--- config.mk ---
export PLATFORM = sky130hd
export DESIGN_NAME = rpr_queue
export DESIGN_NICKNAME = d
export VERILOG_FILES = /design/src/rpr_queue.sv
export SDC_FILE = /design/constraint.sdc
export NUM_CORES = 1
export LEC_CHECK = 0
export ABC_AREA = 1
export CORE_MARGIN = 1
export CORE_UTILIZATION = 35
export DETAILED_ROUTE_END_ITERATION = 16
export DONT_BUFFER_PORTS = 1
export PLACE_DENSITY = 0.49
export SETUP_SLACK_MARGIN = 0.4
export SLEW_MARGIN = 20
export SYNTH_ARGS = -nofsm -noshare
export SYNTH_HDL_FRONTEND = slang
export SYNTH_SLANG_ARGS = --single-unit
--- constraint.sdc ---
create_clock -name clk_i -period 4.58 [get_ports clk_i]
set_clock_uncertainty 0.05 [all_clocks]
set_input_delay 0.229 -clock clk_i [delete_from_list [all_inputs] [get_ports clk_i]]
set_output_delay 0.229 -clock clk_i [all_outputs]
set_load 0.005 [all_outputs]
--- src/rpr_queue.sv ---
// Small FIFO that decouples the classifying front from the arithmetic back.
// Generic payload; no package dependency beyond the shared build order.
module rpr_queue #(
  parameter int WIDTH = 8,
  parameter int DEPTH = 4
) (
  input  logic             clk_i,
  input  logic             rst_ni,
  input  logic             push_i,
  input  logic [WIDTH-1:0] data_i,
  output logic             ready_o,
  input  logic             pop_i,
  output logic             valid_o,
  output logic [WIDTH-1:0] data_o
);

  localparam int PTR_W = (DEPTH > 1) ? $clog2(DEPTH) : 1;
  localparam int CNT_W = $clog2(DEPTH + 1);

  logic [WIDTH-1:0] slot_q [DEPTH];
  logic [PTR_W-1:0] wr_ptr_q, wr_ptr_d;
  logic [PTR_W-1:0] rd_ptr_q, rd_ptr_d;
  logic [CNT_W-1:0] count_q, count_d;
  logic             do_push, do_pop;

  assign ready_o = (count_q != CNT_W'(DEPTH));
  assign valid_o = (count_q != '0);
  assign do_push = push_i && ready_o;
  assign do_pop  = pop_i && valid_o;
  assign data_o  = slot_q[rd_ptr_q];

  always_comb begin
    wr_ptr_d = wr_ptr_q;
    rd_ptr_d = rd_ptr_q;
    count_d  = count_q;
    if (do_push) begin
      wr_ptr_d = (wr_ptr_q == PTR_W'(DEPTH - 1)) ? '0 : wr_ptr_q + 1'b1;
    end
    if (do_pop) begin
      rd_ptr_d = (rd_ptr_q == PTR_W'(DEPTH - 1)) ? '0 : rd_ptr_q + 1'b1;
    end
    if (do_push && !do_pop) begin
      count_d = count_q + 1'b1;
    end else if (do_pop && !do_push) begin
      count_d = count_q - 1'b1;
    end
  end

  always_ff @(posedge clk_i or negedge rst_ni) begin
    if (!rst_ni) begin
      wr_ptr_q <= '0;
      rd_ptr_q <= '0;
      count_q  <= '0;
    end else begin
      wr_ptr_q <= wr_ptr_d;
      rd_ptr_q <= rd_ptr_d;
      count_q  <= count_d;
    end
  end

  always_ff @(posedge clk_i) begin
    if (do_push) begin
      slot_q[wr_ptr_q] <= data_i;
    end
  end

endmodule

# [After elaboration in Yosys (flattened, before gate mapping)]
# Memory sizes are Yosys's and may differ from the RTL's.
# Cells that the tools add are included.
[totals] out_inout_bits=10 n_memories=1 reg_bits=7 mem_bits_rw=32 word_cells=25 inputBits=12
[mem_list] memory="slot_q" depth=4 width=8 rd=1 rd_clocked_by_memory_dff=0 wr=1 line="20" text="logic [WIDTH-1:0] slot_q [DEPTH];"
[classes] addsub=4 muxes=6 n_reduce_logical=8 n_eq_ne=3
[op_table] op="$mux W3" count=2
[op_table] op="$add A2 B1 Y2 const B" count=2
[op_table] op="$eq A2 B2 Y1 const B" count=2
[op_table] op="$logic_and A1 B1 Y1" count=4
[op_table] op="$mux W2" count=2
[op_table] op="$add A3 B1 Y3 const B" count=1
[op_table] op="$ne A3 B3 Y1 const B" count=1
[op_table] op="$reduce_bool A3 Y1" count=1
[op_table] op="$sub A3 B1 Y3 const B" count=1
[op_table] op="$logic_not A1 Y1" count=2
[op_table] op="$mux W1" count=2
[op_table] op="$reduce_bool A2 Y1" count=1

# [Depth between registers and ports, before layout]
# Gate-level depths: netlist of the first run.
[depth] word_depth=6 depth_mapped=12 depth_no_buf=12

# [Least setup slack after synthesis of the first run]
# Ideal clock, no wire load.
[synth_path] path_kind="register -> register" start="register count_q[1]" end="register count_q[1]" period_less_slack_ps=1719 arrival_time_ps=1542 required_ps=4403 setup_time_ps=127 path_stages_with_launch=10 n_path_buf=0 path_slack_ps=2861 cell_sequence="dfrtp_1 > inv_1 > nand3_2 > nand2_2 > inv_1 > ha_1 > inv_1 > fa_1 > nand2_1 > o21ai_0"
[synth_between] elab_cells_between_ends=13 classes_between="add/sub (2); eq/ne (1); mux (2); reduce/logical (8)"
[synth_lines] element="start: declaration" line="23" text="logic [CNT_W-1:0] count_q, count_d;"
[synth_lines] element="start signal: assignment" line="57" text="count_q <= count_d;"
[synth_lines] element="$ne A3 B3 Y1" line="26" text="assign ready_o = (count_q != CNT_W'(DEPTH));"
[synth_lines] element="via ready_o" line="11" text="output logic ready_o,"
[synth_lines] element="$logic_and A1 B1 Y1" line="28" text="assign do_push = push_i && ready_o;"
[synth_lines] element="via do_push" line="24" text="logic do_push, do_pop;"
[synth_lines] element="$logic_and A1 B1 Y1" line="42" text="if (do_push && !do_pop) begin"
[synth_lines] element="$mux W3" line="42"
[synth_lines] element="via count_d[1]" line="23"
# The timed path passes the listed nets, and every way through them passes these cells. The select of a mux whose other input is x is not followed.
# A chain may end at the register's enable or synchronous reset.

# [Worst setup path after layout of the first run]
[layout_path] start="register rd_ptr_q[0]" end="output port data_o[6]"
[layout_between] elab_chain_len=1
[layout_lines] element="start: declaration" line="22" text="logic [PTR_W-1:0] rd_ptr_q, rd_ptr_d;"
[layout_lines] element="start signal: assignment" line="56" text="rd_ptr_q <= rd_ptr_d;"
[layout_lines] element="$mem_v2 Z4 W8"
[layout_lines] element="end: declaration" line="14" text="output logic [WIDTH-1:0] data_o"
# No other way between the ends.

==> results.yml, run 1 <==
synthesis:
  synth.distinct_cells: 16
  syn_area_per_cell_um2: 11.5
  syn_inst: 152
  syn-cell-area_um2: 1750
  synth_edf_count: 32
  synthFlopType: "edfxtp_1"
  ys_async_sr_fraction_pct: 17.9
  synth-seq-area-share_pct: 64.8
  synth_top_area_share_pct: 54.8
  ys_ff_latch: 39
  synth.most_common_cell: "nand2_1"
  yosysWarnings: 0
  synth_top_area_cell: "edfxtp_1"
  synthTopCellsByArea: "edfxtp_1 55%, dfrtp_1 10%, nand2_1 7.9%"
  synth_fp_nets: 171
  netlist_top_cells_count: "37 x nand2_1, 32 x edfxtp_1, 29 x inv_1"
drt:
  drt_iter0_markers: 55
  drc_errors: 0
  routedWlPerCell_um: 12.4
  first_pass_iters: 4
  num_vias: 1031
  via_per_inst: 4.46
  routed_wl_um: 2860
  ant_nets: 0
worst_setup_path:
  crit_path_top_delay_cell: "dfrtp_1"
  crit_chain: "nand2_1 -> o211ai_1 -> nand2_1"
  cp_max_fo: 35
  reg2reg_to: "count_q[2]"
  start_kind: "register"
  crit_top_cell: "nand2_1"
  r2r_setup_slack_ns: 2.67
  crit_type: "reg2out"
  rr_worst_depth: 10
  crit_required_ns: 4.30
  critical_path.max_stage_delay_ns: 1.00
  arrival_ns: 1.66
  worst_setup_path_end_kind: "output pin"
  r2r-start: "count_q[1]"
sta:
  setup_ws_ns: 2.64
  setup_viol: 0
  hold_viol_final: 0
  finalMaxSlewViolations: 0
  rsz0062_at_grt: "no"
  period_minus_slack_ns: 1.94
  tns_ns: 0
  fmax_mhz: 515
  slew_headroom_pct: 33.3
  tightest_slew_ns: 1.00
  post-route-period-util_pct: 42.4
cts:
  clock_sinks: 39
  htree_num_levels: 2
  cts_buffers: 5
  root_buffer: "clkbuf_8"
  clkTransAtPathRegs_ns: 0.08
  ctsLongestPathBuffers: 2
  cts_setup_buffers: 0
  cts_tree: "done"
  clk_latency_ns: 0.29
floorplan:
  die_h_um: 72.8
  ioPinCount: 22
  die_x_um: 72.8
  dieArea_um2: 5300
  core_um2: 4790
  initial_core_util_pct: 36.7
  num_rows: 25
worst_hold_path:
  holdPathStages: 2
  hold_end: "rd_ptr_q[0]"
  hp-class: "in2reg"
  min_from: "pop_i"
status:
  status: "completed"
grt:
  grt_pass1_vias: 1023
  gr-max-usage-layer: "met2"
  grt_start_max_net_pins: 36
  track_usage_pct: 12.9
  met2_usage_pct: 21.0
  grtUsageMet3_pct: 4.70
  grt_overflow: 0
  antenna_found_initial: 0
  grt_pass1_wl_um: 4860
  use_met1_pct: 15.3
job:
  maxCapViolCount: 0
power:
  powerDensity_nw_per_um2: 570
  peakVddDrop_uv: 240
  p_leak_nw: 0.804
placement:
  dp.cells: 214
  dpl.hpwl_um: 1950
  portBuffers: 0
  pre_cts_ws_ns: 2.66
  place_congestion: 0.715
  placed_cell_area_um2: 1780
cells_and_area:
  final_util_pct: 41.0
  syn2layout_area_growth_pct: 11.8
  antennaDiodeCount: 0
  final_cells: 231
  nets: 182
  drive_above_1_share_pct: 7.32
  final_cell_area_um2: 1960
  fill_cells: 458
power by group:
group / switching [W] / total (W) / internal, W / leakage (nW)
logic: 0.000203 / 0.000327 / 0.000124 / 0.385
clock network: 0.000117 / 0.000223 / 0.000106 / 0.0402
registers: 0.0000913 / 0.000568 / 0.000476 / 0.378
total: 0.000412 / 0.00112 / 0.000706 / 0.804
layout make-up:
| type | instances | area (µm²) | area share, % |
|---|---|---|---|
| sequential | 39 | 1140 | 57.9 |
| multi-input combinational | 78 | 449 | 22.9 |
| inverter | 30 | 113 | 5.74 |
| timing repair buffer | 9 | 90.1 | 4.59 |
| tap | 67 | 83.8 | 4.28 |
| clock buffer | 5 | 68.8 | 3.51 |
| clock inverter | 3 | 20.0 | 1.02 |
layer usage:
metal  vias up  wire (µm)
li1        522          -
met2        23       1430
met5         -          0
met4         0         56
met1       479       1250
met3         7        124
through the flow:
stage | total power [W] | hold slack (ns)
after floorplan | 0.000856 | -0.117
final | 0.00112 | 0.0313
after global routing | 0.00122 | 0.0335
after CTS | 0.00114 | 0.0246
after detailed placement | 0.000904 | -0.116
after global placement | 0.000892 | -0.116
cells in the final DEF (no fill, tap or decap), types with 5 or more instances in the layout:
cell type,count
nand2_1,37
inv_1,29
dfrtp_1,7
nor2_1,6
dlygate4sd3_1,9
nand3_1,6
ha_1,6
edfxtp_1,32
o211ai_1,16
clkbuf_8,5
kinds of logic (layout without fill, tap and decap cells):
group	Yosys count	after routing	share of synthesized area (%)
compound gates	17	17	7.13
xor+xnor	1	1	0.499
fa+ha+maj	7	7	5.42
flops	39	39	64.8
buf+inv	35	47	9.63
simple gates	53	53	12.6
critical path: cells and delay by family (launching register included):
family	cells	cell delay, ns
AND/OR/NAND/NOR	2	0.24
AO/OA/AOI/OAI	1	0.12
flip-flops	1	1.00
worst max path at each step:
stage | end | cells after the start | slack (ns) | start
floorplan | count_q[1] | 9 | 2.86 | count_q[1]
global placement | count_q[2] | 10 | 2.72 | count_q[1]
detailed placement | count_q[2] | 10 | 2.66 | count_q[1]
CTS | data_o[3] | 3 | 2.61 | rd_ptr_q[0]
global route | data_o[0] | 3 | 2.44 | rd_ptr_q[0]
finish | data_o[6] | 3 | 2.64 | rd_ptr_q[0]
registers in the layout, indices dropped and copies added, names as in the netlist:
signal    flops
slot_q       32
wr_ptr_q      2
rd_ptr_q      2
count_q       3
timing repair:
item                                    CTS  global route
endpoints found under the hold margin    39             0
endpoints found under the setup margin    0             0
hold buffers                              9             0
gates resized for setup                   0             0
Note: power is estimated with default switching activity, not from simulation.
==> inputs of run 2 (changes only) <==
==> constraint.sdc (replaced) <==
create_clock -name clk_i -period 1.8 [get_ports clk_i]
set_clock_uncertainty 0.05 [all_clocks]
set_input_delay 0.09 -clock clk_i [delete_from_list [all_inputs] [get_ports clk_i]]
set_output_delay 0.09 -clock clk_i [all_outputs]
set_load 0.005 [all_outputs]
==> run 2 against run 1 <==
Effect of this change:
- non-clock buffer count increased by 21
- wire length increased by 14%
- die area unchanged
- cell area increased by 18%
- critical path type is now reg2reg
==> results.yml, run 2 (synthesis results as in run 1) <==
grt:
  grt_pass1_vias: 1140
  track_usage_pct: 14.3
  grt_overflow: 0
  grt_start_max_net_pins: 33
  antenna_found_initial: 0
  grt_pass1_wl_um: 5440
drt:
  drt_iter0_markers: 34
  routed_wl_um: 3260
  num_vias: 1147
  first_pass_iters: 4
  routedWlPerCell_um: 12.9
  drc_errors: 0
  via_per_inst: 4.55
  ant_nets: 0
sta:
  tightest_slew_ns: 0.335
  slew_headroom_pct: 77.6
  hold_viol_final: 0
  finalMaxSlewViolations: 0
  tns_ns: 0
  post-route-period-util_pct: 95.9
  rsz0062_at_grt: "yes"
  fmax_mhz: 579
  setup_viol: 0
  period_minus_slack_ns: 1.73
floorplan:
  dieArea_um2: 5300
  die_h_um: 72.8
  num_rows: 25
  initial_core_util_pct: 36.7
  die_x_um: 72.8
  core_um2: 4790
  ioPinCount: 22
worst_setup_path:
  crit_required_ns: 1.93
  critPathTopFamily: "adder cells"
  worst_setup_path_end_kind: "register"
  crit_chain: "inv_2 -> nand3_4 -> nand2_4 -> ha_4 -> inv_4 -> fa_2 -> nand2_2 -> nand3_2 -> nand2_1 -> nand2_1"
  arrival_ns: 1.86
  r2r_setup_slack_ns: 0.07
  reg2reg_to: "count_q[2]"
  critPathBufInv: 2
  r2r-start: "count_q[2]"
  start_kind: "register"
  rr_worst_depth: 10
  crit_top_cell: "nand2_1"
  crit_path_top_delay_cell: "dfrtp_2"
  crit_type: "reg2reg"
  cp_max_fo: 4
  critical_path.max_stage_delay_ns: 0.44
worst_hold_path:
  hp-class: "in2reg"
  holdPathStages: 4
  hold_end: "rd_ptr_q[0]"
  min_from: "pop_i"
cells_and_area:
  syn2layout_area_growth_pct: 31.7
  nets: 203
  regMostFlops: "slot_q"
  reg.largest.list: "slot_q: 32 flops, count_q: 3 flops"
  final_cell_mix: "35 x nand2_1, 32 x edfxtp_1, 23 x inv_1"
  largest_reg_flops: 32
  antennaDiodeCount: 0
  drive_above_1_share_pct: 25.4
  layout_commonest_cell: "nand2_1"
  final_cell_area_um2: 2310
job:
  maxCapViolCount: 0
placement:
  placed_cell_area_um2: 1910
  dpl.hpwl_um: 2250
  place_congestion: 0.678
  portBuffers: 0
power:
  p_comb_share_pct: 40.4
  p_leak_nw: 0.947
  clock_power_share_pct: 23.2
  p_total_w: 0.00365
  powerDensity_nw_per_um2: 1580
  peakVddDrop_uv: 731
  swShare_pct: 33.9
  power_frac_seq_pct: 36.4
  switchingPower_w: 0.00124
  intPower_w: 0.00241
cts:
  cts_tree: "done"
  root_buffer: "clkbuf_8"
  clock_sinks: 39
  cts_buffers: 5
  clkTransAtPathRegs_ns: 0.07
  clk_latency_ns: 0.28
  ctsLongestPathBuffers: 2
  htree_num_levels: 2
status:
  status: "completed"
run 2: per-layer routing:
metal	wire, µm	vias to the layer above	share of wire, %	GRT usage [%]
met4	55	0	1.7	6.32
met3	179	5	5.5	4.70
met2	1660	23	51	23.9
met5	0	-	0	0
li1	-	568	-	-
met1	1360	551	42	17.0
run 2: stage by stage:
step                      instances  setup slack (ns)  hold WS [ns]  util [%]
final                           252            0.0738        0.0309      48.3
after global routing            252          0.000994        0.0373      48.3
after CTS                       250             0.120        0.0111      46.5
after detailed placement        225            0.0689        -0.255      39.9
after global placement          225             0.107        -0.255      39.9
after floorplan                 152             0.134        -0.256         -
run 2: how the worst max path moves through the flow:
stage / startpoint / end / cells past startpoint
floorplan: count_q[0] / count_q[1] / 9
global placement: count_q[1] / count_q[1] / 9
detailed placement: count_q[1] / count_q[1] / 9
CTS: count_q[2] / count_q[2] / 10
global route: count_q[2] / count_q[2] / 10
finish: count_q[2] / count_q[2] / 10
run 2: final cells by class:
type / instances / area, µm²
Sequential cell: 39 / 1140
Clock inverter: 2 / 60.1
Inverter: 30 / 119
Timing Repair Buffer: 30 / 303
Tap cell: 67 / 83.8
Fill cell: 441 / 2480
Clock buffer: 6 / 72.6
Multi-Input combinational cell: 78 / 534
run 2: power by group through the flow:
| stage | logic [W] | clock network, W | registers [W] |
|---|---|---|---|
| final | 0.00147 | 0.000845 | 0.00133 |
| after global routing | 0.00168 | 0.000908 | 0.00135 |
| after CTS | 0.00137 | 0.000868 | 0.00132 |
| after detailed placement | 0.00118 | 0 | 0.00134 |
| after global placement | 0.00114 | 0 | 0.00133 |
| after floorplan | 0.000935 | 0 | 0.00132 |
run 2: repair_timing:
| action | CTS | global route |
|---|---|---|
| gates resized for setup | 9 | 20 |
| hold buffers | 11 | 0 |
| hold endpoints to repair | 43 | 0 |
| endpoints found under the setup margin | 10 | 39 |
| pin swaps | 5 | 15 |
| setup buffers | 6 | 2 |
run 2: worst min-delay path: stages:
cell and delay [ns]:
nand2_4 0.06, buf_4 0.10, nand2_1 0.04, nand2_1 0.04
