==> config.mk <==
export PLATFORM = sky130hd
export DESIGN_NAME = rpr_front_flat
export DESIGN_NICKNAME = d
export VERILOG_FILES = /design/src/rpr_pkg.sv /design/src/rpr_if.sv /design/src/rpr_front.sv /design/src/flat_wrapper.sv
export SDC_FILE = /design/constraint.sdc
export NUM_CORES = 1
export LEC_CHECK = 0
export BUFFER_PORTS_ARGS = -buffer_cell sky130_fd_sc_hd__buf_2
export CORE_MARGIN = 3
export CORE_UTILIZATION = 30
export DETAILED_ROUTE_END_ITERATION = 16
export GPL_TIMING_DRIVEN = 0
export PLACE_DENSITY = 0.81
export REMOVE_ABC_BUFFERS = 1
export SYNTH_ARGS = -nofsm -noshare
export SYNTH_HDL_FRONTEND = slang
export SYNTH_SLANG_ARGS = --single-unit
==> constraint.sdc <==
create_clock -name vclk -period 1.51
set_clock_uncertainty 0.1 [all_clocks]
set_input_delay 0.2265 -clock vclk [all_inputs]
set_output_delay 0.2265 -clock vclk [all_outputs]
set_load 0.03 [all_outputs]
==> src/rpr_pkg.sv <==
// Shared types, field widths and codes for the rotary pair rotator.
// No dependencies; every other file but rpr_queue imports this package.
package rpr_pkg;

  // Fixed field widths
  localparam int MODE_W      = 2;
  localparam int POS_W       = 9;
  localparam int PAIR_W      = 6;
  localparam int STATUS_W    = 2;
  localparam int PAIRS_CFG_W = 7;
  localparam int POSNS_CFG_W = 10;
  localparam int CFG_DATA_W  = 10;
  localparam int CFG_IDX_W   = 1;
  localparam int TABLE_W     = 16;

  // Queue between front and back
  localparam int QUEUE_DEPTH = 4;

  // Q.26 -> Q.12 rounding
  localparam int ROUND_SHIFT = 14;

  localparam logic [PAIRS_CFG_W-1:0] PAIRS_RESET = 7'd64;
  localparam logic [POSNS_CFG_W-1:0] POSNS_RESET = 10'd512;

  localparam logic signed [TABLE_W-1:0] Q14_ONE = 16'sd16384;

  typedef enum logic [MODE_W-1:0] {
    MODE_LOAD = 2'd0,
    MODE_FWD  = 2'd1,
    MODE_INV  = 2'd2
  } mode_e;

  typedef enum logic [1:0] {
    OP_NONE = 2'd0,
    OP_LOAD = 2'd1,
    OP_FWD  = 2'd2,
    OP_INV  = 2'd3
  } op_e;

  typedef enum logic [STATUS_W-1:0] {
    ST_OK         = 2'd0,
    ST_POS_RANGE  = 2'd1,
    ST_PAIR_RANGE = 2'd2,
    ST_SAT        = 2'd3
  } status_e;

  typedef enum logic [CFG_IDX_W-1:0] {
    REG_PAIRS_IN_USE     = 1'b0,
    REG_POSITIONS_IN_USE = 1'b1
  } cfg_reg_e;

  typedef struct packed {
    logic [PAIRS_CFG_W-1:0] pairs_in_use;
    logic [POSNS_CFG_W-1:0] positions_in_use;
  } cfg_t;

  typedef struct packed {
    op_e     op;
    status_e status;
  } ctrl_t;

  // Clamp a Q1.14 table value to plus or minus one
  function automatic logic signed [TABLE_W-1:0] clamp_q14(input logic signed [TABLE_W-1:0] v);
    logic signed [TABLE_W-1:0] r;
    if (v > Q14_ONE) begin
      r = Q14_ONE;
    end else if (v < -Q14_ONE) begin
      r = -Q14_ONE;
    end else begin
      r = v;
    end
    return r;
  endfunction

endpackage

==> src/rpr_if.sv <==
// Valid/ready stream interfaces for input items and result items.
// Depends on rpr_pkg for field widths.
interface rpr_in_if #(
  parameter int DATA_WIDTH = 16
);
  import rpr_pkg::*;

  logic                         valid;
  logic                         ready;
  logic [MODE_W-1:0]            mode;
  logic [POS_W-1:0]             position;
  logic [PAIR_W-1:0]            pair_index;
  logic signed [DATA_WIDTH-1:0] value_even;
  logic signed [DATA_WIDTH-1:0] value_odd;

  modport source (output valid, mode, position, pair_index, value_even, value_odd,
                  input ready);
  modport sink   (input valid, mode, position, pair_index, value_even, value_odd,
                  output ready);
endinterface


==> src/rpr_front.sv <==
// Front end: accepts input items, range-checks them, computes the table
// address and clamps load values. Depends on rpr_pkg and rpr_in_if.
module rpr_front #(
  parameter int MAX_POSITIONS = 512,
  parameter int MAX_PAIRS     = 64,
  parameter int DATA_WIDTH    = 16,
  parameter int ADDR_W        = 15,
  parameter int VAL_W         = 16
) (
  rpr_in_if.sink                 in_ch,
  input  rpr_pkg::cfg_t          cfg_i,
  input  logic                   queue_ready_i,
  output logic                   push_o,
  output rpr_pkg::ctrl_t         ctrl_o,
  output logic [ADDR_W-1:0]      addr_o,
  output logic signed [VAL_W-1:0] a_o,
  output logic signed [VAL_W-1:0] b_o
);
  import rpr_pkg::*;

  logic                        pos_bad, pair_bad;
  op_e                         op_sel;
  logic signed [TABLE_W-1:0]   cos_raw, sin_raw;

  assign in_ch.ready = queue_ready_i;
  assign push_o      = in_ch.valid && queue_ready_i;

  assign pos_bad  = (POSNS_CFG_W'(in_ch.position) >= cfg_i.positions_in_use) ||
                    (32'(in_ch.position) >= 32'(MAX_POSITIONS));
  assign pair_bad = (PAIRS_CFG_W'(in_ch.pair_index) >= cfg_i.pairs_in_use) ||
                    (32'(in_ch.pair_index) >= 32'(MAX_PAIRS));

  // Table values are the low 16 bits of the field (zero-filled if narrower)
  assign cos_raw = TABLE_W'($unsigned(in_ch.value_even));
  assign sin_raw = TABLE_W'($unsigned(in_ch.value_odd));

  assign addr_o = ADDR_W'(32'(in_ch.position) * 32'(MAX_PAIRS) + 32'(in_ch.pair_index));

  always_comb begin
    case (mode_e'(in_ch.mode))
      MODE_LOAD: op_sel = OP_LOAD;
      MODE_FWD:  op_sel = OP_FWD;
      MODE_INV:  op_sel = OP_INV;
      default:   op_sel = OP_NONE;
    endcase

    ctrl_o.op     = OP_NONE;
    ctrl_o.status = ST_OK;
    if (op_sel != OP_NONE) begin
      if (pos_bad) begin
        ctrl_o.status = ST_POS_RANGE;
      end else if (pair_bad) begin
        ctrl_o.status = ST_PAIR_RANGE;
      end else begin
        ctrl_o.op = op_sel;
      end
    end

    if (op_sel == OP_LOAD) begin
      a_o = VAL_W'(clamp_q14(cos_raw));
      b_o = VAL_W'(clamp_q14(sin_raw));
    end else begin
      a_o = VAL_W'(in_ch.value_even);
      b_o = VAL_W'(in_ch.value_odd);
    end
  end

endmodule

==> src/flat_wrapper.sv <==
// flat-port wrapper written by rule: the top's interface ports become plain ports
module rpr_front_flat import rpr_pkg::*;
#(
  parameter int MAX_POSITIONS = 512,
  parameter int MAX_PAIRS     = 64,
  parameter int DATA_WIDTH    = 16,
  parameter int ADDR_W        = 15,
  parameter int VAL_W         = 16
)
  (cfg_i, queue_ready_i, push_o, ctrl_o, addr_o, a_o, b_o, in_ch_valid, in_ch_mode, in_ch_position, in_ch_pair_index, in_ch_value_even, in_ch_value_odd, in_ch_ready);
  rpr_in_if #(.DATA_WIDTH(DATA_WIDTH)) in_ch_i ();
  input  rpr_pkg::cfg_t cfg_i;
  input  logic queue_ready_i;
  output logic push_o;
  output rpr_pkg::ctrl_t ctrl_o;
  output logic [ADDR_W-1:0] addr_o;
  output logic signed [VAL_W-1:0] a_o;
  output logic signed [VAL_W-1:0] b_o;
  input wire logic [$bits(in_ch_i.valid)-1:0] in_ch_valid;
  input wire logic [$bits(in_ch_i.mode)-1:0] in_ch_mode;
  input wire logic [$bits(in_ch_i.position)-1:0] in_ch_position;
  input wire logic [$bits(in_ch_i.pair_index)-1:0] in_ch_pair_index;
  input wire logic [$bits(in_ch_i.value_even)-1:0] in_ch_value_even;
  input wire logic [$bits(in_ch_i.value_odd)-1:0] in_ch_value_odd;
  output wire logic [$bits(in_ch_i.ready)-1:0] in_ch_ready;
  assign in_ch_i.valid = in_ch_valid;
  assign in_ch_i.mode = in_ch_mode;
  assign in_ch_i.position = in_ch_position;
  assign in_ch_i.pair_index = in_ch_pair_index;
  assign in_ch_i.value_even = in_ch_value_even;
  assign in_ch_i.value_odd = in_ch_value_odd;
  assign in_ch_ready = in_ch_i.ready;
  rpr_front #(.MAX_POSITIONS(MAX_POSITIONS), .MAX_PAIRS(MAX_PAIRS), .DATA_WIDTH(DATA_WIDTH), .ADDR_W(ADDR_W), .VAL_W(VAL_W)) u_core (.in_ch(in_ch_i), .cfg_i(cfg_i), .queue_ready_i(queue_ready_i), .push_o(push_o), .ctrl_o(ctrl_o), .addr_o(addr_o), .a_o(a_o), .b_o(b_o));
endmodule
* Word-level counts from Yosys, hierarchy flattened
Cells that the tools add are included.
** Operators by class
- $lt $le $gt $ge :: 6
- Shifts and indexed selects :: 0
- Equality and inequality tests :: 3
- Divide/modulo/power cells :: 0
- Bitwise operators :: 0
- Multiply operators :: 0
- $add $sub $neg :: 1
- Multiplexer cells :: 12
- Reduce and logical (&&, ||, !) cells :: 3
** Operators with widths (count)
- 2-to-1 mux 16 bit :: 6
- > comparator 16 bit, second input constant :: 2
- < comparator 16 x 15 -> 1 bit, second input constant :: 2
- adder 15 x 6 -> 15 bit :: 1
- >= comparator 9 x 10 -> 1 bit :: 1
- 2-to-1 mux 2 bit :: 4
- >= comparator 6 x 7 -> 1 bit :: 1
- case mux 2 bit (3 select lines) :: 1
- == test 2 x 1 -> 1 bit, second input constant :: 2
- 2-to-1 mux 4 bit :: 1
- == test 2 bit, second input constant :: 1
- logical NOT 2 bit :: 1
- nonzero test 2 bit :: 1
- logical AND 1 bit :: 1
** Word-level totals
- Bits in registers :: 0
- Memory bits (read-only) :: 0
- Memories kept :: 0
- Output and inout port bits :: 53
- Input port bits :: 68
- Bits in writable memories :: 0
- Latch bits :: 0

* Logic depth before layout (Yosys ltp)
Gate-level depths: netlist of the first run.
- Depth in word-level cells :: 5
- Mapped depth :: 7
- Depth with buffers taken out :: 7

* Worst setup path after synthesis of the first run
OpenSTA, ideal clock, no wires.
- Path kind :: input to output
- Start point :: input in_ch_position[0]
- End point :: output ctrl_o[1] (netlist name)
- Path buffers :: 0
- Arrival :: 1819 ps
- Path slack :: -635 ps
- Cell stages on the path :: 7
- Path through :: inv_1 > ha_1 > nand2b_1 > a21oi_1 > o221a_1 > o22ai_2 > nor3b_1
** RTL lines
- from (decl) :: line flat_wrapper.sv:21 : input wire logic [$bits(in_ch_i.position)-1:0] in_ch_position;
- to (decl) :: line flat_wrapper.sv:15 : output rpr_pkg::ctrl_t ctrl_o;

==> results of run 1 <==
-- cells in the mapped netlist, drive strengths merged --
master	n	area share (%)
and3	28	19
ha	19	25
buf	18	15
inv	17	6.8
nor4	7	5.4
a21oi	6	3.6
a21o	4	3.2
clkbuf	4	1.6
nand4	4	2.7
nand4b	3	4.2
nor2	3	1.2
nor2b	3	2.0
nand2	2	0.80
nand3b	2	1.6
o21ai	2	1.1
and2	1	0.67
nand2b	1	0.67
nor3b	1	0.80
nor4b	1	1.6
o221a	1	1.2
o22ai	1	1.3
-- stage by stage --
stage,worst slack (ps),area [µm²],std cells,hold WS [ps]
3_5_place_dp,-566,1420,258,619
5_1_grt,-504,2140,269,619
4_1_cts,-441,2010,264,615
3_3_place_gp,-558,1420,258,613
6_report,-437,2140,269,614
2_1_floorplan,-635,776,106,353
-- layout make-up --
type	instances	area, µm²
multi-input combinational	91	1080
timing repair buffer	130	951
fill	197	713
inverter	17	66.3
tap	31	38.8
-- repair_timing --
action,in CTS,in global routing
gates cloned,2,0
setup buffers,4,5
pin swaps,37,20
setup endpoints to repair,32,32
gates resized for setup,117,20
-- power by group through the flow --
stage               clock network, µW  registers [µW]  logic, µW
floorplan                           0               0        290
global placement                    0               0        549
detailed placement                  0               0        558
CTS                                 0               0        757
global route                        0               0        862
finish                              0               0        815
-- worst min-delay path by stage --
stage	end	startpoint	slack [ps]
after floorplan	a_o[15]	in_ch_value_even[15]	350
after global placement	in_ch_ready	queue_ready_i	610
after detailed placement	in_ch_ready	queue_ready_i	620
after CTS	addr_o[6]	in_ch_position[0]	620
after global routing	addr_o[6]	in_ch_position[0]	620
final	addr_o[6]	in_ch_position[0]	610
-- layer usage --
metal | global-route usage (%) | share of wire [%] | vias up
met5 | 0 | 0 | -
met1 | 20.6 | 34 | 641
li1 | - | - | 672
met2 | 38.7 | 53 | 101
met3 | 3.10 | 11 | 10
met4 | 3.64 | 1.9 | 0
-- cells in the final DEF (no fill, tap or decap), drive strengths merged, types with 2 or more instances in the layout --
cell type,count
nor2b,3
buf,130
nand2,2
nand4,4
nand3b,2
o21ai,2
nor4,7
inv,17
nor2,3
a21o,4
and3,28
ha,19
a21oi,6
nand4b,5
-- kinds of logic after synthesis --
family,after synthesis
AO/OA/AOI/OAI,14
adder cells (fa/ha/maj),19
buffers and inverters,39
AND/OR/NAND/NOR,56
==> metrics.yaml, run 1 <==
finalHoldViolations: 0
critical_path_class: "in2out"
drtAntennaViolNets: 0
start_util_pct: 32.7
timing.fmax_mhz: 514
grt.total_usage_pct: 19.2
syn_area_per_cell_um2: 7.29
end_kind: "output pin"
synth_top_family_by_area: "simple AND/OR/NAND/NOR gates"
fin_setup_tns_ps: -7120
register_area_um2: 0
finalSetupViolations: 32
antenna_found_initial: 0
worst_pin_slew_ps: 283
synth_adder_area_share_pct: 25.5
layout.nets: 327
drt-total-wl_mm: 4.54
grt_pass1_vias: 1283
slew_headroom_pct: 81.0
ys_types: 26
path_max_fanout: 4
die-height_um: 61.8
syn_inst: 128
failed_checks: "setup timing"
clockBufferCount: 0
startpoint: "in_ch_position[0]"
endpoint: "ctrl_o[1]"
total_power_uw: 815
gp_congestion: 0.664
cpPeakStageDelay_ps: 230
cp_slowest_cell: "o221a_1"
critical_path_depth: 10
hold_depth: 2
p_sw_share_pct: 52.7
start_kind: "input pin"
dp_hpwl_mm: 2.63
core_area_mm2: 0.00285
overflow: 0
diodes: 0
vdd_ir_drop_max_mv: 0.218
seqPwrFrac_pct: 0
area_growth_pct: 129
yosysWarnings: 0
arrival_ps: 1620
leakagePower_uw: 0.00113
hp-class: "in2out"
postCtsHoldBufs: 0
finish.utilization_pct: 75.0
rows: 19
power_density_mw_per_mm2: 381
clkPwrFrac_pct: 0
drv_cap: 0
synthSimpleGateAreaFrac_pct: 40.3
port_buffers: 121
routedWlPerCell_um: 16.9
ios: 121
vias: 1424
path_common_cell: "buf_4"
slew_viol_final: 0
status: "complete, but fails checks"
synth_compound_area_share_pct: 10.5
synth_xor_area_share_pct: 0
required_ps: 1180
drtIter0Drc: 50
die_x_um: 61.8
intPower_uw: 385
numSequentialCells: 0
dieArea_mm2: 0.00382
first_pass_iters: 4
crit_path_cell_trace: "buf_6, inv_4, ha_4, nand2b_4, a21oi_2, o221a_1, o22ai_4, buf_4, nor3b_2, buf_4"
setup_ws_ps: -437
crit_buf_inv: 4
synth_area_um2: 933
route.detailed.drc: 0
grt_max_degree: 15
cp_top_family: "buffers and inverters"
viasPerCell: 5.29
grt_pass1_wl_mm: 5.69
synth_mux_area_share_pct: 0
power_frac_comb_pct: 100.0
rsz0062_at_grt: "yes"
fin_crit_ps: 1950
netSwitchingPower_uw: 430
layout-drive-gt1-share_pct: 76.9
final.period_utilization_pct: 129
synth_seq_area_share_pct: 0
Note: power is estimated with default switching activity, not from simulation.
==> run 2, diff against run 1 <==
--- a/config.mk
+++ b/config.mk
@@ -7,10 +7,10 @@
 export LEC_CHECK = 0
 export BUFFER_PORTS_ARGS = -buffer_cell sky130_fd_sc_hd__buf_2
 export CORE_MARGIN = 3
-export CORE_UTILIZATION = 30
+export CORE_UTILIZATION = 34
 export DETAILED_ROUTE_END_ITERATION = 16
 export GPL_TIMING_DRIVEN = 0
-export PLACE_DENSITY = 0.81
+export PLACE_DENSITY = 0.87
 export REMOVE_ABC_BUFFERS = 1
 export SYNTH_ARGS = -nofsm -noshare
 export SYNTH_HDL_FRONTEND = slang
==> constraint.sdc (replaced) <==
create_clock -name vclk -period 1.8
set_clock_uncertainty 0.1 [all_clocks]
set_input_delay 0.27 -clock vclk [all_inputs]
set_output_delay 0.27 -clock vclk [all_outputs]
set_load 0.03 [all_outputs]
==> run 2 against run 1 <==
The flow still finishes with violations (setup timing). Worst hold slack improved by 88 ps. Final area down 4.8%. Final cell count is 2.6% lower. Via count is 1.5% lower. Core utilization grew 5.0 points. Die area is 11% lower. Critical path type unchanged. Critical endpoint is now ctrl_o[0].
==> metrics.yaml, run 2 (synthesis gave the netlist of run 1 again) <==
numSequentialCells: 0  # unchanged
status: "complete, but fails checks"
final.period_utilization_pct: 110
vias: 1403  # -1.5%
port_buffers: 121  # unchanged
intPower_uw: 307  # -20%
grt_pass1_vias: 1174  # -8.5%
mostFrequentLayoutCell: "buf_2"
setup_ws_ps: -181  # +256 ps
power_frac_comb_pct: 100.0  # about the same
cp_slowest_cell: "ha_1"
seqPwrFrac_pct: 0  # unchanged
slew_viol_final: 0  # unchanged
drv_cap: 0  # unchanged
area_growth_pct: 118
start_kind: "input pin"
arrival_ps: 1610  # about the same
clkPwrFrac_pct: 0  # unchanged
critical_path_depth: 7  # -3
vdd_ir_drop_max_mv: 0.284  # +30%
timing.fmax_mhz: 505
final_cells: 262  # -2.6%
path_max_fanout: 4  # unchanged
final_area_mm2: 0.00204  # -4.8%
slew_headroom_pct: 81.5  # +0.50 points
total_power_uw: 662  # -19%
die-height_um: 58.4  # -5.5%
route.detailed.drc: 0  # unchanged
place_ws_ps: -315  # +251 ps
first_pass_iters: 4  # unchanged
diodes: 0  # unchanged
ios: 121  # unchanged
crit_path_cell_trace: "buf_2, ha_1, nand4_1, o221a_1, o22ai_4, nor2b_1, buf_4"
fin_crit_ps: 1980
viasPerCell: 5.35  # +1.2%
layout-drive-gt1-share_pct: 73.3  # -3.6 points
failed_checks: "setup timing"
register_area_um2: 0  # unchanged
drt-total-wl_mm: 4.34  # -4.3%
grt_max_degree: 15  # unchanged
rsz0062_at_grt: "yes"
antenna_found_initial: 0  # unchanged
netSwitchingPower_uw: 355  # -17%
die_x_um: 58.4  # -5.5%
cpPeakStageDelay_ps: 280  # +50 ps
finalHoldViolations: 0  # unchanged
final_cell_mix: "buf_2, buf_6, and3_4"
overflow: 0  # unchanged
dp_hpwl_mm: 2.59  # -1.5%
routedWlPerCell_um: 16.6  # -1.8%
core_area_mm2: 0.00254  # -11%
drtAntennaViolNets: 0  # unchanged
gp_congestion: 0.697  # +5.0%
end_kind: "output pin"
clockBufferCount: 0  # unchanged
cp_top_family: "compound AO/OA/AOI/OAI gates"
hp-class: "in2out"
fin_setup_tns_ps: -2400  # +4720 ps
required_ps: 1430  # +250 ps
drtIter0Drc: 60  # +20%
start_util_pct: 36.7  # +4.0 points
leakagePower_uw: 0.00108  # -4.7%
dieArea_mm2: 0.00341  # -11%
power_density_mw_per_mm2: 325  # -15%
postPlaceCellArea_mm2: 0.00142  # about the same
layout.nets: 321  # -1.8%
worst_pin_slew_ps: 277  # -6.39 ps
critical_path_class: "in2out"
grt_pass1_wl_mm: 4.78  # -16%
p_sw_share_pct: 53.6  # +0.89 points
place_inst: 257  # -0.39%
rows: 18  # -1
crit_buf_inv: 2  # -2
fill_cells: 160  # -19%
finalSetupViolations: 27  # -16%
hold_depth: 2  # unchanged
grt.total_usage_pct: 16.7  # -2.4 points
[run 2: cell count changes in the layout (fill, tap and decap cells not counted), sizes merged]
cell and change:
buf -6
[run 2: cell type report]
cell class	count	area, µm²	area share (%)
multi-input combinational	91	1040	51.1
tap	30	37.5	1.84
timing repair buffer	124	892	43.8
inverter	17	66.3	3.26
[run 2: path summary, 6_finish.rpt]
check / end / startpoint
worst max-delay path: ctrl_o[0] / in_ch_position[2]
worst min-delay path: in_ch_ready / queue_ready_i
[run 2: metrics by stage]
| step | hold WS [ps] | utilization (%) |
|---|---|---|
| detailed placement | 704 | 55.8 |
| global placement | 700 | 55.8 |
| floorplan | 440 | - |
| finish | 702 | 80.0 |
| CTS | 704 | 61.8 |
| global route | 710 | 80.0 |
[run 2: repair_timing]
| action | 4_1_cts | 5_1_grt |
|---|---|---|
| cloned | 0 | 2 |
| setup endpoints to repair | 32 | 32 |
| pin swaps | 10 | 37 |
| resized for setup | 26 | 132 |
| buffers inserted | 3 | 0 |
| hold buffers | 0 | 0 |
[run 2: metal layers]
metal	up-vias	global-route usage (%)	wire, µm
met5	-	0	0
met4	0	0.993	102
met1	639	16.8	1360
met3	10	3.51	525
li1	663	-	-
met2	91	35.6	2350
[run 2: power groups by stage]
stage	clock network (µW)	logic [µW]	registers, µW
2_1_floorplan	0	243	0
3_3_place_gp	0	460	0
3_5_place_dp	0	466	0
4_1_cts	0	507	0
5_1_grt	0	700	0
6_report	0	662	0
